### src/hdl/nlcc_pkg.sv
// Shared constants, types and helpers for the NMEA line checksum checker.
package nlcc_pkg;

  localparam int LINE_CAPACITY = 128;
  localparam int MAX_SCAN      = 75;
  localparam int COUNT_MAX     = (LINE_CAPACITY > MAX_SCAN) ? LINE_CAPACITY : MAX_SCAN;
  localparam int COUNT_W       = $clog2(COUNT_MAX + 1);

  localparam logic [7:0] CHAR_DOLLAR  = 8'h24;
  localparam logic [7:0] CHAR_STAR    = 8'h2A;
  localparam logic [7:0] CHAR_NEWLINE = 8'h0A;
  localparam logic [7:0] CHAR_NUL     = 8'h00;

  typedef logic [7:0]         byte_t;
  typedef logic [COUNT_W-1:0] count_t;

  typedef enum logic [2:0] {
    PH_START = 3'd0,
    PH_SUM   = 3'd1,
    PH_DIG1  = 3'd2,
    PH_DIG2  = 3'd3,
    PH_HELD  = 3'd4,
    PH_FAIL  = 3'd5
  } phase_t;

  typedef struct packed {
    logic  valid;
    byte_t data;
  } byte_stage_t;

  typedef struct packed {
    logic  valid;
    logic  ok;
    byte_t sum;
  } verdict_t;

  function automatic byte_t hex_upper(input logic [3:0] nib);
    byte_t ch;
    if (nib < 4'd10) begin
      ch = 8'h30 + {4'd0, nib};
    end else begin
      ch = 8'h37 + {4'd0, nib};
    end
    return ch;
  endfunction

endpackage

### src/hdl/nlcc_ifs.sv
// Valid/ready channel interfaces for received bytes and line verdicts.
interface nlcc_in_if;
  logic       valid;
  logic       ready;
  logic [7:0] rx_byte;
  modport source (output valid, output rx_byte, input ready);
  modport sink (input valid, input rx_byte, output ready);
endinterface

interface nlcc_out_if;
  logic       valid;
  logic       ready;
  logic       sentence_ok;
  logic [7:0] computed_sum;
  modport source (output valid, output sentence_ok, output computed_sum, input ready);
  modport sink (input valid, input sentence_ok, input computed_sum, output ready);
endinterface

### src/hdl/nlcc_in_reg.sv
// Input register stage that holds one received byte request.
module nlcc_in_reg (
  input  logic                clk,
  input  logic                rst_n,
  input  logic                in_valid,
  input  logic [7:0]          in_data,
  output logic                in_ready,
  input  logic                take,
  output nlcc_pkg::byte_stage_t stage
);
  import nlcc_pkg::*;

  logic  valid_r;
  logic  valid_nxt;
  byte_t data_r;

  assign in_ready  = !valid_r || take;
  assign valid_nxt = (in_valid && in_ready) ? 1'b1 : (take ? 1'b0 : valid_r);

  always_ff @(posedge clk) begin
    if (!rst_n) begin
      valid_r <= 1'b0;
    end else begin
      valid_r <= valid_nxt;
    end
  end

  always_ff @(posedge clk) begin
    if (in_valid && in_ready) begin
      data_r <= in_data;
    end
  end

  assign stage.valid = valid_r;
  assign stage.data  = data_r;
endmodule

### src/hdl/nlcc_scan.sv
// Line framing and checksum scanner that updates its state once per byte.
module nlcc_scan (
  input  logic                  clk,
  input  logic                  rst_n,
  input  nlcc_pkg::byte_stage_t stage,
  input  logic                  out_free,
  output logic                  take,
  output nlcc_pkg::verdict_t    verdict
);
  import nlcc_pkg::*;

  phase_t phase_r, phase_nxt;
  count_t count_r, count_nxt;
  byte_t  xor_r, xor_nxt;
  byte_t  dig1_r, dig1_nxt;
  byte_t  dig2_r, dig2_nxt;
  logic   line_end;
  byte_t  b;

  assign b        = stage.data;
  assign line_end = (b == CHAR_NEWLINE) || (int'(count_r) >= LINE_CAPACITY);
  assign take     = stage.valid && (!line_end || out_free);

  always_ff @(posedge clk) begin
    if (!rst_n) begin
      phase_r <= PH_START;
      count_r <= '0;
      xor_r   <= '0;
      dig1_r  <= '0;
      dig2_r  <= '0;
    end else begin
      phase_r <= phase_nxt;
      count_r <= count_nxt;
      xor_r   <= xor_nxt;
      dig1_r  <= dig1_nxt;
      dig2_r  <= dig2_nxt;
    end
  end

  always_comb begin
    phase_nxt     = phase_r;
    count_nxt     = count_r;
    xor_nxt       = xor_r;
    dig1_nxt      = dig1_r;
    dig2_nxt      = dig2_r;
    verdict.valid = 1'b0;
    verdict.ok    = (phase_r == PH_HELD) && (dig1_r == hex_upper(xor_r[7:4]))
                    && (dig2_r == hex_upper(xor_r[3:0]));
    verdict.sum   = xor_r;
    if (take) begin
      if (line_end) begin
        verdict.valid = 1'b1;
        phase_nxt     = PH_START;
        count_nxt     = '0;
        xor_nxt       = '0;
        dig1_nxt      = '0;
        dig2_nxt      = '0;
      end else begin
        count_nxt = count_r + count_t'(1);
        unique case (phase_r)
          PH_START: begin
            phase_nxt = (b == CHAR_DOLLAR) ? PH_SUM : PH_FAIL;
          end
          PH_SUM: begin
            if ((int'(count_r) >= MAX_SCAN) || (b == CHAR_NUL)) begin
              phase_nxt = PH_FAIL;
            end else if (b == CHAR_STAR) begin
              phase_nxt = PH_DIG1;
            end else begin
              xor_nxt = xor_r ^ b;
            end
          end
          PH_DIG1: begin
            dig1_nxt  = b;
            phase_nxt = PH_DIG2;
          end
          PH_DIG2: begin
            dig2_nxt  = b;
            phase_nxt = PH_HELD;
          end
          default: begin
            phase_nxt = phase_r;
          end
        endcase
      end
    end
  end
endmodule

### src/hdl/nlcc_out_reg.sv
// Result register that holds one line verdict until it is taken.
module nlcc_out_reg (
  input  logic               clk,
  input  logic               rst_n,
  input  nlcc_pkg::verdict_t verdict,
  output logic               out_free,
  output logic               out_valid,
  input  logic               out_ready,
  output logic               out_ok,
  output logic [7:0]         out_sum
);
  import nlcc_pkg::*;

  logic  valid_r;
  logic  valid_nxt;
  logic  ok_r;
  byte_t sum_r;

  assign out_free  = !valid_r || out_ready;
  assign valid_nxt = verdict.valid ? 1'b1 : (out_ready ? 1'b0 : valid_r);

  always_ff @(posedge clk) begin
    if (!rst_n) begin
      valid_r <= 1'b0;
    end else begin
      valid_r <= valid_nxt;
    end
  end

  always_ff @(posedge clk) begin
    if (verdict.valid) begin
      ok_r  <= verdict.ok;
      sum_r <= verdict.sum;
    end
  end

  assign out_valid = valid_r;
  assign out_ok    = ok_r;
  assign out_sum   = sum_r;
endmodule

### src/hdl/nmea_line_checksum_check.sv
// Top level of the NMEA line checksum checker.
// The block takes one received byte request per cycle and gives one verdict request
// per finished line, registered when the scan stage takes the newline or overflow byte.
// Throughput is one byte per cycle, set by the single scan stage between the input
// register and the result register; a line-ending byte waits in the input register
// only while the previous verdict is still held in the result register.
module nmea_line_checksum_check (
  input logic        clk,
  input logic        rst_n,
  nlcc_in_if.sink    in_chan,
  nlcc_out_if.source out_chan
);
  import nlcc_pkg::*;

  byte_stage_t stage;
  verdict_t    verdict;
  logic        take;
  logic        out_free;

  nlcc_in_reg u_in_reg (
    .clk      (clk),
    .rst_n    (rst_n),
    .in_valid (in_chan.valid),
    .in_data  (in_chan.rx_byte),
    .in_ready (in_chan.ready),
    .take     (take),
    .stage    (stage)
  );

  nlcc_scan u_scan (
    .clk      (clk),
    .rst_n    (rst_n),
    .stage    (stage),
    .out_free (out_free),
    .take     (take),
    .verdict  (verdict)
  );

  nlcc_out_reg u_out_reg (
    .clk       (clk),
    .rst_n     (rst_n),
    .verdict   (verdict),
    .out_free  (out_free),
    .out_valid (out_chan.valid),
    .out_ready (out_chan.ready),
    .out_ok    (out_chan.sentence_ok),
    .out_sum   (out_chan.computed_sum)
  );
endmodule

### src/flat_wrapper.sv
// flat-port wrapper written by rule: the top's interface ports become plain ports
module nmea_line_checksum_check_flat import nlcc_pkg::*;
  (clk, rst_n, in_chan_valid, in_chan_rx_byte, in_chan_ready, out_chan_valid, out_chan_sentence_ok, out_chan_computed_sum, out_chan_ready);
  nlcc_in_if in_chan_i ();
  nlcc_out_if out_chan_i ();
  input logic clk;
  input logic rst_n;
  input wire logic [$bits(in_chan_i.valid)-1:0] in_chan_valid;
  input wire logic [$bits(in_chan_i.rx_byte)-1:0] in_chan_rx_byte;
  output wire logic [$bits(in_chan_i.ready)-1:0] in_chan_ready;
  output wire logic [$bits(out_chan_i.valid)-1:0] out_chan_valid;
  output wire logic [$bits(out_chan_i.sentence_ok)-1:0] out_chan_sentence_ok;
  output wire logic [$bits(out_chan_i.computed_sum)-1:0] out_chan_computed_sum;
  input wire logic [$bits(out_chan_i.ready)-1:0] out_chan_ready;
  assign in_chan_i.valid = in_chan_valid;
  assign in_chan_i.rx_byte = in_chan_rx_byte;
  assign in_chan_ready = in_chan_i.ready;
  assign out_chan_valid = out_chan_i.valid;
  assign out_chan_sentence_ok = out_chan_i.sentence_ok;
  assign out_chan_computed_sum = out_chan_i.computed_sum;
  assign out_chan_i.ready = out_chan_ready;
  nmea_line_checksum_check u_core (.clk(clk), .rst_n(rst_n), .in_chan(in_chan_i), .out_chan(out_chan_i));
endmodule
### config.mk
export PLATFORM = sky130hd
export DESIGN_NAME = nmea_line_checksum_check_flat
export DESIGN_NICKNAME = d
export VERILOG_FILES = /design/src/hdl/nlcc_pkg.sv /design/src/hdl/nlcc_ifs.sv /design/src/hdl/nlcc_in_reg.sv /design/src/hdl/nlcc_scan.sv /design/src/hdl/nlcc_out_reg.sv /design/src/hdl/nmea_line_checksum_check.sv /design/src/flat_wrapper.sv
export SDC_FILE = /design/constraint.sdc
export NUM_CORES = 1
export LEC_CHECK = 0
export BUFFER_PORTS_ARGS = -buffer_cell sky130_fd_sc_hd__buf_2
export CAP_MARGIN = 10
export CORE_MARGIN = 2
export CORE_UTILIZATION = 50
export CTS_BUF_LIST = sky130_fd_sc_hd__clkbuf_2
export DETAILED_ROUTE_END_ITERATION = 8
export PLACE_DENSITY = 0.71
export SLEW_MARGIN = 30
export SYNTH_ARGS = -nofsm -noshare
export SYNTH_HDL_FRONTEND = slang
export SYNTH_SLANG_ARGS = --single-unit
### constraint.sdc
create_clock -name clk -period 2.8 [get_ports clk]
set_clock_uncertainty 0.05 [all_clocks]
set_input_delay 0 -clock clk [delete_from_list [all_inputs] [get_ports clk]]
set_output_delay 0 -clock clk [all_outputs]
set_load 0.02 [all_outputs]
# Yosys cells after proc, flatten, opt, wreduce, memory -nomap -nowiden
# Index checks and enable logic that the tools add are counted.
# word_totals
reg_bits	54
in_bits	12
output_inout_bits	11
wordCells	78
# op_classes
addsub	5
order_cmp	4
eq_ne	12
muxes	22
bitwise	1
n_reduce_logical	24
# op_table
op	count
2-to-1 mux 8 bit	9
adder 6 x 4 -> 7 bit, first input constant	4
equality test 8 x 6 -> 1 bit, second input constant	2
equality test 8 bit	2
2-to-1 mux 7 bit	2
2-to-1 mux 3 bit	4
case mux 3 bit (4 select lines)	1
nonzero test 2 bit	5
adder 8 x 1 -> 8 bit, second input constant	1
equality test 8 x 4 -> 1 bit, second input constant	1
>= comparator 8 x 7 -> 1 bit, second input constant	1
>= comparator 8 bit, second input constant	1
logical NOT 8 bit	1
< comparator 4 bit, second input constant	2
XOR 8 bit	1
equality test 3 x 2 -> 1 bit, second input constant	2
2-to-1 mux 1 bit	6
logical OR 1 bit	5
nonzero test 5 bit	1
logical AND 1 bit	4
!= test 2 bit, second input constant	2
!= test 4 bit, second input constant	1
AND reduction 2 bit	2
AND reduction 4 bit	1
other kinds (5)	7

# Logic depth before layout (Yosys ltp)
# logic_depth
ltp_word	8
depth_mapped	7

# Cells and area by module
# A second synthesis with hierarchy kept.
# unflattened
hier_cells	265
area_unflattened_um2	2681.3
# by_module_without_submodules
mod	n_inst	cells_per_inst	area_each_um2	seq_area_each_um2
nlcc_scan	1	238	2057.0	700.7
nlcc_out_reg	1	13	319.1	290.3
nlcc_in_reg	1	14	305.3	260.2

# Worst setup path before layout
# OpenSTA, ideal clock, no wires.
# synth_path
path_kind	reg2reg
from	register u_core.u_in_reg.data_r[4]
to	register u_core.u_in_reg.data_r[0] (enable)
setup_time_ns	0.277
arrival_ns	2.117
path_slack_ns	0.356
stages_incl_launch_ff	6
synth_period_minus_slack_ns	2.444
cell_sequence	edfxtp_1 nor4_1 a21oi_1 clkbuf_1 or3_1 and2_1
# synth_between
elab_chain_cells	7
# synth_lines
item	line	text
from (decl)	nlcc_in_reg.sv:15	byte_t data_r;
from (signal assigned)	nlcc_in_reg.sv:30	data_r <= in_data;
equality test 8 x 4 -> 1 bit	nlcc_scan.sv:21	assign line_end = (b == CHAR_NEWLINE) || (int'(count_r) >= LINE_CAPACITY);
logical OR 1 bit	nlcc_scan.sv:21	
logical NOT 1 bit	nlcc_scan.sv:22	assign take = stage.valid && (!line_end || out_free);
logical OR 1 bit	nlcc_scan.sv:22	
logical AND 1 bit	nlcc_scan.sv:22	
logical OR 1 bit	nlcc_in_reg.sv:17	assign in_ready = !valid_r || take;
named net in_chan_ready	flat_wrapper.sv:10	output wire logic [$bits(in_chan_i.ready)-1:0] in_chan_ready;
logical AND 1 bit	nlcc_in_reg.sv:29	if (in_valid && in_ready) begin
# The timed path passes the listed nets, and every way through them passes these cells.
# A chain may end at the register's enable or synchronous reset.

# Final worst setup path
# layout_path
from	register u_core.u_in_reg.data_r[0]
to	output in_chan_ready
# layout_between
elab_chain_cells	6
# layout_lines
item	line
equality test 8 x 4 -> 1 bit	nlcc_scan.sv:21
logical OR 1 bit	nlcc_scan.sv:21
logical NOT 1 bit	nlcc_scan.sv:22
logical OR 1 bit	nlcc_scan.sv:22
logical AND 1 bit	nlcc_scan.sv:22
logical OR 1 bit	nlcc_in_reg.sv:17
to (decl)	flat_wrapper.sv:10
# Every way passes these cells.

==> flow_metrics.py <==
metrics = {
    "finish": {
        "final_util_pct": 57.77,
        "final_cell_area_mm2": 0.002913,
        "diodes": 0,
        "nets": 322,
        "synthToLayoutAreaGrowth_pct": 13.23,
        "drive_gt1_share_pct": 14.01,
    },
    "worst_setup_path": {
        "endpoint_kind": "output port",
        "crit_path_top_delay_cell": "edfxtp_1",
        "crit_path_start_kind": "register",
        "critical-path-top-delay-family": "simple AND/OR/NAND/NOR gates",
        "critPathRequiredTime_ns": 2.75,
        "crit_type": "reg2out",
        "reg2reg_setup_slack_ns": 0.41,
        "max_stage_delay_ns": 0.54,
        "cp_max_fo": 7,
        "cp_num_cells": 4,
        "r2r_cells": 5,
        "cp_num_buf_inv": 1,
        "crit_arrival_ns": 2.40,
        "reg2reg_to": "u_core.u_scan.xor_r[3]$_SDFFE_PN0P_",
        "path_cells": "nor4bb_2, a21oi_1, or3_1, buf_2",
        "rr_startpoint": "u_core.u_in_reg.data_r[0]$_DFFE_PP_",
    },
    "logic_synthesis": {
        "synth_seq_area_share_pct": 48.64,
        "ys.flop_type": "dfxtp_1",
        "yosys_warnings": 0,
        "syn_area_mm2": 0.002572,
        "synth_nets": 288,
        "synth_edf_count": 17,
        "syn_area_per_cell_um2": 9.458,
        "synthCells": 272,
        "ys_ff_latch": 54,
        "synth_cell_types": 49,
        "async_reset_ff_share_pct": 0,
    },
    "placement": {
        "place_area_mm2": 0.002771,
        "port_buffers": 22,
        "gp_congestion": 0.9404,
        "dpl.hpwl_mm": 3.936,
    },
    "clock_network": {
        "cts_hold_buf": 10,
        "cts-root-buf": "clkbuf_2",
        "clk_latency_ns": 0.44,
        "cts_max_level": 2,
        "post-cts-setup-buffer-count": 0,
        "clk_pin_slew_ns": 0.24,
        "cts.sinks": 54,
        "tritoncts": "yes",
        "cts.repair.resized": 0,
        "cts-buffers-inserted": 5,
        "cts_buffer_depth": 2,
    },
    "power": {
        "irDropWorstVdd_mv": 0.3222,
        "power_density_mw_per_mm2": 424.5,
        "leakage_uw": 0.001066,
        "power_uw": 1236,
    },
    "timing": {
        "min_period_over_period_pct": 87.54,
        "tns_ns": 0,
        "rsz0062_at_grt": "no",
        "fin_crit_ns": 2.451,
        "worst_pin_slew_ns": 0.6848,
        "finalHoldViolCount": 0,
        "fmax_ghz": 0.4080,
        "setup_violations": 0,
        "final_max_slew_viol_count": 0,
        "relSlewSlack_pct": 54.30,
    },
    "routing": {
        "routed_wl_mm": 5.535,
        "wire_per_inst_um": 14.68,
        "vias": 2130,
        "drcViolationCount": 0,
        "drt_iter0_drc": 116,
        "viasPerCell": 5.650,
        "firstDrtPassIters": 4,
        "drtAntennaViolNets": 0,
    },
    "die": {
        "die_h_um": 75.73,
        "die_x_um": 75.73,
        "die-area_mm2": 0.005735,
        "num_rows": 26,
        "core_area_mm2": 0.005042,
        "io-pin-count": 23,
        "initial_core_util_pct": 51.02,
    },
    "global_route": {
        "grt_first_pass_wirelength_mm": 9.225,
        "overflow": 0,
        "track_usage_pct": 21.39,
        "grt_max_degree": 23,
        "grt_pass1_vias": 1886,
        "antenna_found_initial": 0,
    },
    "job": {
        "drv_cap": 0,
    },
    "outcome": {
        "status": "finished clean",
    },
    "min_path": {
        "min-delay-start": "out_chan_ready",
        "worst_hold_path.endpoint": "u_core.u_out_reg.out_valid$_SDFFE_PN0P_",
        "whs_path_depth": 3,
        "hp-class": "in2reg",
    },
}
==> synth_stat cells (2+ instances only) <==
cell type,number,area [um^2]
o2111ai_1,2,17.52
mux2i_1,2,20.02
nor2b_1,2,12.51
o211ai_1,6,45.04
nand3_1,4,20.02
a22oi_1,17,127.6
o21ai_0,11,55.05
a31oi_1,2,12.51
a21oi_1,23,115.1
buf_2,2,10.01
or4_1,4,30.03
nor3_1,2,10.01
nand2_1,12,45.04
a21oi_2,2,17.52
o31a_1,2,17.52
inv_1,14,52.55
nor4b_1,2,17.52
dfxtp_1,37,740.7
and2_1,2,12.51
nor2_1,28,105.1
xnor2_1,5,43.79
and3_1,5,31.28
nand4_1,3,18.77
edfxtp_1,17,510.5
o22ai_1,4,25.02
ha_1,4,50.05
a211o_1,2,17.52
nand2b_1,9,56.30
a21boi_0,2,15.01
or2_2,2,12.51
nor4_1,2,12.51
xor2_1,6,52.55
or3_1,7,43.79
clkbuf_1,9,33.78
o31ai_1,5,37.54
==> logic make-up after synthesis <==
group | synth area share [%]
compound gates | 22.57
mux | 0.7782
simple gates | 18.00
fa+ha+maj | 1.946
flops | 48.64
xor+xnor | 3.745
buf+inv | 4.329
==> power by group <==
| part | total (uW) | switching (uW) | internal [uW] |
|---|---|---|---|
| clock network | 291 | 234 | 56.9 |
| registers | 847 | 23.6 | 823 |
| logic | 98.7 | 53.0 | 45.7 |
| total | 1240 | 311 | 926 |
==> routing by layer <==
layer  wire [um]  global-route usage (%)
met5           0                       0
met4         127                   7.992
met3         214                   4.894
met2        2532                   31.59
met1        2660                   30.62
==> worst max-delay path by stage <==
| stage | to | slack (ns) | start |
|---|---|---|---|
| after floorplan | u_core.u_in_reg.data_r[0]$_DFFE_PP_ | 0.36 | u_core.u_in_reg.data_r[4]$_DFFE_PP_ |
| after global placement | u_core.u_in_reg.data_r[4]$_DFFE_PP_ | 0.52 | u_core.u_in_reg.data_r[0]$_DFFE_PP_ |
| after detailed placement | u_core.u_in_reg.data_r[6]$_DFFE_PP_ | 0.49 | u_core.u_in_reg.data_r[0]$_DFFE_PP_ |
| after CTS | in_chan_ready | 0.36 | u_core.u_in_reg.data_r[0]$_DFFE_PP_ |
| after global routing | in_chan_ready | 0.16 | u_core.u_in_reg.data_r[0]$_DFFE_PP_ |
| final | in_chan_ready | 0.35 | u_core.u_in_reg.data_r[0]$_DFFE_PP_ |
==> placed cells by master (no fill, tap or decap), drive strengths merged, types with 3 or more instances in the layout <==
master       count
a22oi           17
nand4            3
dlygate4sd3     10
nand2b          10
clkbuf           5
or3              7
or4              4
o21ai           11
dfxtp           37
o31ai            5
o211ai           6
o22ai            4
a21oi           25
nor2            28
buf             30
nand2           12
inv             14
edfxtp          17
and3             5
xnor2            5
xor2             6
nand3            4
ha               4
==> worst register-to-register path: stages, from the launching register on <==
cell	delay (ns)
edfxtp_1	0.54
nor4bb_2	0.54
a21oi_1	0.29
o41a_1	0.34
or4_1	0.46
a21oi_1	0.14
==> layout make-up <==
class	instances	area, um^2
timing repair buffer	40	270.3
clock inverter	3	16.27
inverter	14	52.55
tap	70	87.58
sequential	54	1251
clock buffer	5	25.02
fill	463	2130
multi-input combinational	191	1210
==> sequential cells by signal (all words and copies together), names as in the netlist <==
register	flops
u_core.u_out_reg.out_valid	1
u_core.u_scan.dig2_r	8
u_core.u_scan.phase_r	3
u_core.u_out_reg.out_ok	1
u_core.u_in_reg.valid_r	1
u_core.u_in_reg.data_r	8
u_core.u_out_reg.out_sum	8
u_core.u_scan.xor_r	8
u_core.u_scan.dig1_r	8
u_core.u_scan.count_r	8
==> per-stage QoR <==
stage / hold WS [ns] / std cells / worst slack (ns)
6_report: 0.1134 / 377 / 0.3490
3_5_place_dp: 0.1281 / 359 / 0.4868
5_1_grt: 0.1188 / 377 / 0.1589
4_1_cts: 0.1074 / 377 / 0.3580
2_1_floorplan: 0.04887 / 272 / 0.3557
3_3_place_gp: 0.1269 / 359 / 0.5176
(Power assumes the default switching activity.)
